==> src/design/assert_macros.svh <==
// Assertion macros shared by the decoder RTL.
`ifndef ASSERT_MACROS_SVH
`define ASSERT_MACROS_SVH

`ifndef SYNTHESIS

// Clocked property, disabled while the active-low reset is asserted.
`define ASSERT_CLK(lbl, clk, rst_n, prop, msg) \
    lbl: assert property (@(posedge clk) disable iff (!(rst_n)) (prop)) else $error(msg);

// Clocked property that also holds during reset.
`define ASSERT_ALWAYS(lbl, clk, prop, msg) \
    lbl: assert property (@(posedge clk) (prop)) else $error(msg);

`else

`define ASSERT_CLK(lbl, clk, rst_n, prop, msg)
`define ASSERT_ALWAYS(lbl, clk, prop, msg)

`endif

`endif

==> src/design/utf8sd_pkg.sv <==
// Package: types and constants for the UTF-8 stream decoder.
`timescale 1ns / 1ps
`default_nettype none

package utf8sd_pkg;

    localparam int BYTE_W  = 8;
    localparam int POINT_W = 21;
    localparam int PEND_W  = 2;

    // Lead byte thresholds
    localparam logic [BYTE_W-1:0] LEAD_BAD_MIN = 8'hF7;
    localparam logic [BYTE_W-1:0] LEAD4_MIN    = 8'hF0;
    localparam logic [BYTE_W-1:0] LEAD3_MIN    = 8'hE0;
    localparam logic [BYTE_W-1:0] LEAD2_MIN    = 8'hC0;
    localparam logic [BYTE_W-1:0] CONT_MIN     = 8'h80;
    localparam logic [BYTE_W-1:0] CONT_MAX     = 8'hBF;

    // Bit positions of the lead byte payload
    localparam int LEAD4_SHIFT = 'h12;
    localparam int LEAD3_SHIFT = 'hC;
    localparam int LEAD2_SHIFT = 'h6;

    localparam logic [PEND_W-1:0] PEND_NONE = 2'd0;
    localparam logic [PEND_W-1:0] PEND_ONE  = 2'd1;
    localparam logic [PEND_W-1:0] PEND_TWO  = 2'd2;
    localparam logic [PEND_W-1:0] PEND_THREE = 2'd3;

    typedef enum logic [1:0] {
        STATUS_OK        = 2'd0,
        STATUS_BAD_LEAD  = 2'd1,
        STATUS_BAD_CONT  = 2'd2
    } status_t;

    typedef struct packed {
        logic [PEND_W-1:0]  pending;
        logic [POINT_W-1:0] partial;
    } dec_state_t;

    typedef struct packed {
        logic               emit;
        logic [POINT_W-1:0] code_point;
        status_t            status;
    } dec_result_t;

endpackage

`default_nettype wire

==> src/design/utf8_stream_decoder.sv <==
// Top level: UTF-8 byte stream to code point decoder.
//
//  channel | ports                                   | carries
//  --------+-----------------------------------------+-------------------------------
//  input   | s_valid s_ready s_data_byte             | one byte of UTF-8 text
//  output  | m_valid m_ready m_code_point m_status   | code point and status, 0 or 1
//
// One word per cycle sustained while the result side is not stalled; each
// word passes the input register, then is decoded into the result register.
// A valid lead or intermediate continuation word yields no result.
// aresetn is synchronous, active low; it clears valids and sequence state.
// A stalled result holds the decode stage; the input register still
// takes a word while it is empty, so the two sides stay decoupled.
`timescale 1ns / 1ps
`default_nettype none
`include "assert_macros.svh"

module utf8_stream_decoder
    import utf8sd_pkg::*;
(
    input  wire logic               aclk,
    input  wire logic               aresetn,

    input  wire logic               s_valid,
    output logic                    s_ready,
    input  wire logic [BYTE_W-1:0]  s_data_byte,

    output logic                    m_valid,
    input  wire logic               m_ready,
    output logic [POINT_W-1:0]      m_code_point,
    output logic [1:0]              m_status
);

    // Input stage
    logic              in_valid_reg, in_valid_next;
    logic [BYTE_W-1:0] in_byte_reg,  in_byte_next;

    // Sequence state (pending count and partial code point)
    dec_state_t        state_reg,    state_next;
    dec_state_t        step_state;
    dec_result_t       step_result;

    // Result stage
    logic               out_valid_reg, out_valid_next;
    logic [POINT_W-1:0] out_point_reg, out_point_next;
    status_t            out_status_reg, out_status_next;

    logic advance;

    utf8sd_step u_step (
        .data_byte (in_byte_reg),
        .state_cur (state_reg),
        .state_nxt (step_state),
        .result    (step_result)
    );

    // Decode stage moves when it holds a word and the result slot frees up
    assign advance = in_valid_reg && (!out_valid_reg || m_ready);
    assign s_ready = !in_valid_reg || advance;

    always_comb begin
        in_valid_next   = in_valid_reg;
        in_byte_next    = in_byte_reg;
        state_next      = state_reg;
        out_valid_next  = out_valid_reg;
        out_point_next  = out_point_reg;
        out_status_next = out_status_reg;

        if (out_valid_reg && m_ready) begin
            out_valid_next = 1'b0;
        end

        if (advance) begin
            in_valid_next = 1'b0;
            state_next    = step_state;
            if (step_result.emit) begin
                out_valid_next  = 1'b1;
                out_point_next  = step_result.code_point;
                out_status_next = step_result.status;
            end
        end

        if (s_valid && s_ready) begin
            in_valid_next = 1'b1;
            in_byte_next  = s_data_byte;
        end
    end

    always_ff @(posedge aclk) begin
        if (!aresetn) begin
            in_valid_reg  <= 1'b0;
            out_valid_reg <= 1'b0;
            state_reg     <= '0;
        end else begin
            in_valid_reg  <= in_valid_next;
            out_valid_reg <= out_valid_next;
            state_reg     <= state_next;
        end
    end

    // Payload registers, no reset
    always_ff @(posedge aclk) begin
        in_byte_reg    <= in_byte_next;
        out_point_reg  <= out_point_next;
        out_status_reg <= out_status_next;
    end

    assign m_valid      = out_valid_reg;
    assign m_code_point = out_point_reg;
    assign m_status     = out_status_reg;

    // Idle sequencer never carries leftover partial bits
    `ASSERT_CLK(a_idle_partial_clear, aclk, aresetn,
        (state_reg.pending == PEND_NONE) |-> (state_reg.partial == '0),
        "partial code point nonzero with nothing pending")

    // Error results always carry a zero code point
    `ASSERT_CLK(a_error_zero_point, aclk, aresetn,
        (out_valid_reg && (out_status_reg != STATUS_OK)) |-> (out_point_reg == '0),
        "error result with nonzero code point")

    // A word held in the input stage is neither lost nor altered
    `ASSERT_CLK(a_input_held, aclk, aresetn,
        (in_valid_reg && !advance) |=> (in_valid_reg && $stable(in_byte_reg)),
        "stalled input word dropped or changed")

    // Backpressure only when the input stage is occupied
    `ASSERT_CLK(a_ready_when_empty, aclk, aresetn,
        !in_valid_reg |-> s_ready,
        "input not ready while input stage is empty")

endmodule

`default_nettype wire

==> src/design/utf8sd_step.sv <==
// Per-word decode step: next sequence state and optional result.
`timescale 1ns / 1ps
`default_nettype none

module utf8sd_step
    import utf8sd_pkg::*;
(
    input  wire logic [BYTE_W-1:0] data_byte,
    input  wire dec_state_t        state_cur,
    output dec_state_t             state_nxt,
    output dec_result_t            result
);

    logic [PEND_W-1:0]  pend_dec;
    logic [POINT_W-1:0] cont_bits;
    logic [POINT_W-1:0] cont_shifted;
    logic [POINT_W-1:0] byte_ext;
    logic               is_cont;

    assign pend_dec  = state_cur.pending - PEND_ONE;
    assign cont_bits = {{(POINT_W-6){1'b0}}, data_byte[5:0]};
    assign byte_ext  = {{(POINT_W-BYTE_W){1'b0}}, data_byte};
    assign is_cont   = (data_byte >= CONT_MIN) && (data_byte <= CONT_MAX);

    // Continuation payload lands at 6 * (remaining count after this word)
    always_comb begin
        unique case (pend_dec)
            PEND_TWO:   cont_shifted = cont_bits << LEAD3_SHIFT;
            PEND_ONE:   cont_shifted = cont_bits << LEAD2_SHIFT;
            PEND_NONE:  cont_shifted = cont_bits;
            default:    cont_shifted = cont_bits << LEAD4_SHIFT;
        endcase
    end

    always_comb begin
        state_nxt         = state_cur;
        result.emit       = 1'b0;
        result.code_point = '0;
        result.status     = STATUS_OK;
        if (state_cur.pending != PEND_NONE) begin
            if (!is_cont) begin
                state_nxt     = '0;
                result.emit   = 1'b1;
                result.status = STATUS_BAD_CONT;
            end else if (pend_dec == PEND_NONE) begin
                state_nxt         = '0;
                result.emit       = 1'b1;
                result.code_point = state_cur.partial + cont_shifted;
            end else begin
                state_nxt.pending = pend_dec;
                state_nxt.partial = state_cur.partial + cont_shifted;
            end
        end else begin
            priority if (data_byte >= LEAD_BAD_MIN) begin
                result.emit   = 1'b1;
                result.status = STATUS_BAD_LEAD;
            end else if (data_byte >= LEAD4_MIN) begin
                state_nxt.pending = PEND_THREE;
                state_nxt.partial = {{(POINT_W-3){1'b0}}, data_byte[2:0]} << LEAD4_SHIFT;
            end else if (data_byte >= LEAD3_MIN) begin
                state_nxt.pending = PEND_TWO;
                state_nxt.partial = {{(POINT_W-4){1'b0}}, data_byte[3:0]} << LEAD3_SHIFT;
            end else if (data_byte >= LEAD2_MIN) begin
                state_nxt.pending = PEND_ONE;
                state_nxt.partial = {{(POINT_W-5){1'b0}}, data_byte[4:0]} << LEAD2_SHIFT;
            end else begin
                // ASCII or stray continuation: pass the word through
                result.emit       = 1'b1;
                result.code_point = byte_ext;
            end
        end
    end

endmodule

`default_nettype wire
==> config.mk <==
export PLATFORM = sky130hd
export DESIGN_NAME = utf8_stream_decoder
export DESIGN_NICKNAME = d
export VERILOG_FILES = /design/src/design/utf8sd_pkg.sv /design/src/design/utf8_stream_decoder.sv /design/src/design/utf8sd_step.sv
export VERILOG_INCLUDE_DIRS = /design/src /design/src/design
export SDC_FILE = /design/constraint.sdc
export NUM_CORES = 1
export LEC_CHECK = 0
export ABC_AREA = 1
export BUFFER_PORTS_ARGS = -buffer_cell sky130_fd_sc_hd__buf_2
export CORE_MARGIN = 1.5
export CORE_UTILIZATION = 40
export CTS_BUF_LIST = sky130_fd_sc_hd__clkbuf_4
export DETAILED_ROUTE_END_ITERATION = 7
export PLACE_DENSITY = 0.54
export SYNTH_ARGS = -nofsm -noshare
export SYNTH_HDL_FRONTEND = slang
export SYNTH_HIERARCHICAL = 1
export SYNTH_SLANG_ARGS = --single-unit
==> constraint.sdc <==
create_clock -name aclk -period 3.3 [get_ports aclk]
set_input_delay 0.495 -clock aclk [delete_from_list [all_inputs] [get_ports aclk]]
set_output_delay 0.495 -clock aclk [all_outputs]
set_load 0.01 [all_outputs]
==> impl_metrics.json <==
{
  "status": "completed",
  "fp.dieH_um": 107,
  "tightest_slew_ns": 0.599,
  "finalCriticalPeriod_ns": 3.09,
  "first_pass_iters": 6,
  "boundaryPins": 37,
  "rsz0062_at_grt": "true",
  "dpl.hpwl_um": 9530,
  "fmax_mhz": 324,
  "vias": 4190,
  "antenna_left": 0,
  "utilization": 0.448,
  "syn_area_per_cell_um2": 6.68,
  "synth.net_count": 684,
  "worstPathArrival_ns": 3.39,
  "drc": 0,
  "synthCells": 646,
  "syn_to_final_growth_pct": 8.03,
  "wire_per_inst_um": 15.3,
  "ys_ff_latch": 56,
  "critPathMaxFanout": 9,
  "min_from": "s_data_byte[3]",
  "instances_no_fill": 810,
  "yosysTopAreaCell": "edfxtp_1",
  "seq_area_frac_synth": 0.332,
  "clkTransAtPathRegs_ns": 0.17,
  "fin_tns_setup_ns": 0,
  "die_area_mm2": 0.0114,
  "place_inst": 802,
  "synth.distinct_cells": 36,
  "yosys_warnings": 6,
  "die_x_um": 107,
  "grt_max_degree": 49,
  "root_buffer": "clkbuf_4",
  "cts_tree": "done",
  "max-vdd-ir-drop_v": 0.000250,
  "globalRouteTotalUtil": 0.231,
  "async_flop_share": 0,
  "power_density_mw_per_mm2": 337,
  "start_kind": "flop",
  "yosysTopAreaCellShare": 0.216,
  "vias_per_cell": 5.17,
  "maxSlewViolCount": 0,
  "yosysMostFrequentCell": "nand2_1",
  "grt_pass1_wl_um": 20400,
  "leakage_nw": 2.28,
  "antenna_found_initial": 0,
  "nets": 711,
  "drive_gt1_frac": 0.0994,
  "num_antenna_cells": 0,
  "cp.required_ns": 3.61,
  "drtIter0Drc": 344,
  "synth.area.top_cells": "edfxtp_1 22%, nand2_1 17%, dfxtp_1 12%",
  "gr-total-overflow": 0,
  "rows": 37,
  "crit_path_end_kind": "flop",
  "coreArea_mm2": 0.0104,
  "synth_edf_count": 31,
  "largest_register_ffs": 23,
  "clock-sinks": 56,
  "portBuffers": 36,
  "fin_crit_sh": 0.936,
  "synth_common_cells": "192 x nand2_1, 102 x inv_1, 68 x nor2_1, 54 x nand3_1, 39 x a21oi_1",
  "multi_input_area_mm2": 0.00236,
  "cap_viol_max_count": 0,
  "fillers": 1088,
  "htree_levels": 2,
  "max_slew_margin": 0.600,
  "cts_buffer_depth": 2,
  "synthFlopType": "edfxtp_1",
  "crit_start": "state_reg[22]$_SDFFE_PN0P_",
  "register_area_mm2": 0.00143,
  "critical_path_class": "flop to flop",
  "initial_core_util": 0.414,
  "finalHoldViolations": 0,
  "grt_pass1_vias": 3980,
  "netlist_area_mm2": 0.00432,
  "min_path_type": "input pin to flop",
  "place.gp.congestion": 0.983,
  "fin_worst_skew_ns": 0.0176,
  "cts_buffers": 5,
  "rr_startpoint": "state_reg[22]$_SDFFE_PN0P_",
  "finalSetupViolCount": 0,
  "totalWireLength_um": 12400,
  "whs_ns": 0.266,
  "clk_latency_ns": 0.39
}
==> cells in the final DEF, fill, tap and decap left out, types with 2 or more instances in the layout <==
cell      Yosys  layout
nand3_1      54      54
o21ai_1       4       4
buf_4         4       6
xor2_1        3       3
ha_1         25      24
inv_1       102     102
nand4_1       3       3
buf_2         7      36
nand2_2       3       3
nor2_1       68      67
nor2_2        1       2
o21bai_1      2       2
nand2_1     192     192
edfxtp_1     31      31
nor3_1       22      22
a21oi_1      39      38
o22ai_1       8       8
xnor2_1       7       7
dfxtp_1      25      25
nand2_4       2       2
a32oi_1       3       3
o21ai_2       5       5
o21ai_0       9       9
clkbuf_4      0       5
inv_4         2       2
a22oi_1       2       2
nand3b_1      6       6
==> power by group <==
group | switching [mW] | leakage (nW) | internal, mW | total, mW
sequential | 0.0319 | 0.493 | 0.782 | 0.814
clock | 0.227 | 0.0428 | 0.159 | 0.386
combinational | 0.244 | 1.74 | 0.124 | 0.368
total | 0.504 | 2.28 | 1.07 | 1.57
==> through the flow <==
step	setup slack, ns	cell area, um^2	power, mW
finish	0.212	4660	1.57
global route	-0.0571	4660	1.67
CTS	0.174	4660	1.59
detailed placement	0.209	4580	1.20
global placement	0.217	4580	1.19
floorplan	0.620	4320	1.09
==> worst paths after layout <==
kind / endpoint / slack (ns) / cells past startpoint
setup reg to reg: state_reg[12]$_SDFFE_PN0P_ / 0.21 / 21
hold / removal: in_byte_reg[3]$_DFFE_PP_ / 0.27 / 1
setup / recovery: state_reg[12]$_SDFFE_PN0P_ / 0.21 / 21
hold reg to reg: state_reg[10]$_SDFFE_PN0P_ / 0.54 / 2
==> worst max-delay path: stages (launching register included) <==
cell and delay (ns):
dfxtp_1 0.37, inv_1 0.12, ha_2 0.32, nand2_1 0.08
inv_1 0.05, ha_1 0.24, inv_1 0.08, fa_1 0.43
inv_1 0.12, nand3_1 0.07, nand3_1 0.20, nand2_1 0.08
nand2_1 0.13, nand2_1 0.09, nand2_1 0.06, nand2_1 0.05
nand2_1 0.14, o21ai_1 0.08, inv_1 0.08, nand3_1 0.07
nand2_1 0.09, nor2_1 0.04
==> area by class of cell <==
| type | instances | area share |
|---|---|---|
| Clock buffer | 5 | 0.00805 |
| Clock inverter | 3 | 0.00913 |
| Inverter | 104 | 0.0848 |
| Multi-Input combinational cell | 464 | 0.506 |
| Sequential cell | 56 | 0.307 |
| Tap cell | 136 | 0.0365 |
| Timing Repair Buffer | 42 | 0.0483 |
==> cell families (layout without fill, tap and decap cells) <==
group,Yosys count,after routing,share of synthesized area
buffers and inverters,126,154,0.124
adder cells (fa/ha/maj),26,26,0.0771
AND/OR/NAND/NOR,352,352,0.343
AO/OA/AOI/OAI,76,76,0.105
XOR/XNOR,10,10,0.0203
flip-flops,56,56,0.332
==> what timing repair did <==
item	4_1_cts	5_1_grt
hold buffers	0	0
buffers inserted	0	0
endpoints found under the setup margin	0	7
gates resized for setup	0	2
endpoints found under the hold margin	0	0
==> metal layers <==
metal,vias to the layer above,global-route usage,routed length (um)
met4,0,0.0933,442
met1,1886,0.326,5830
li1,2117,-,-
met5,-,0,0
met3,26,0.0286,756
met2,161,0.358,5350
Power figures use the tool's default switching activity.
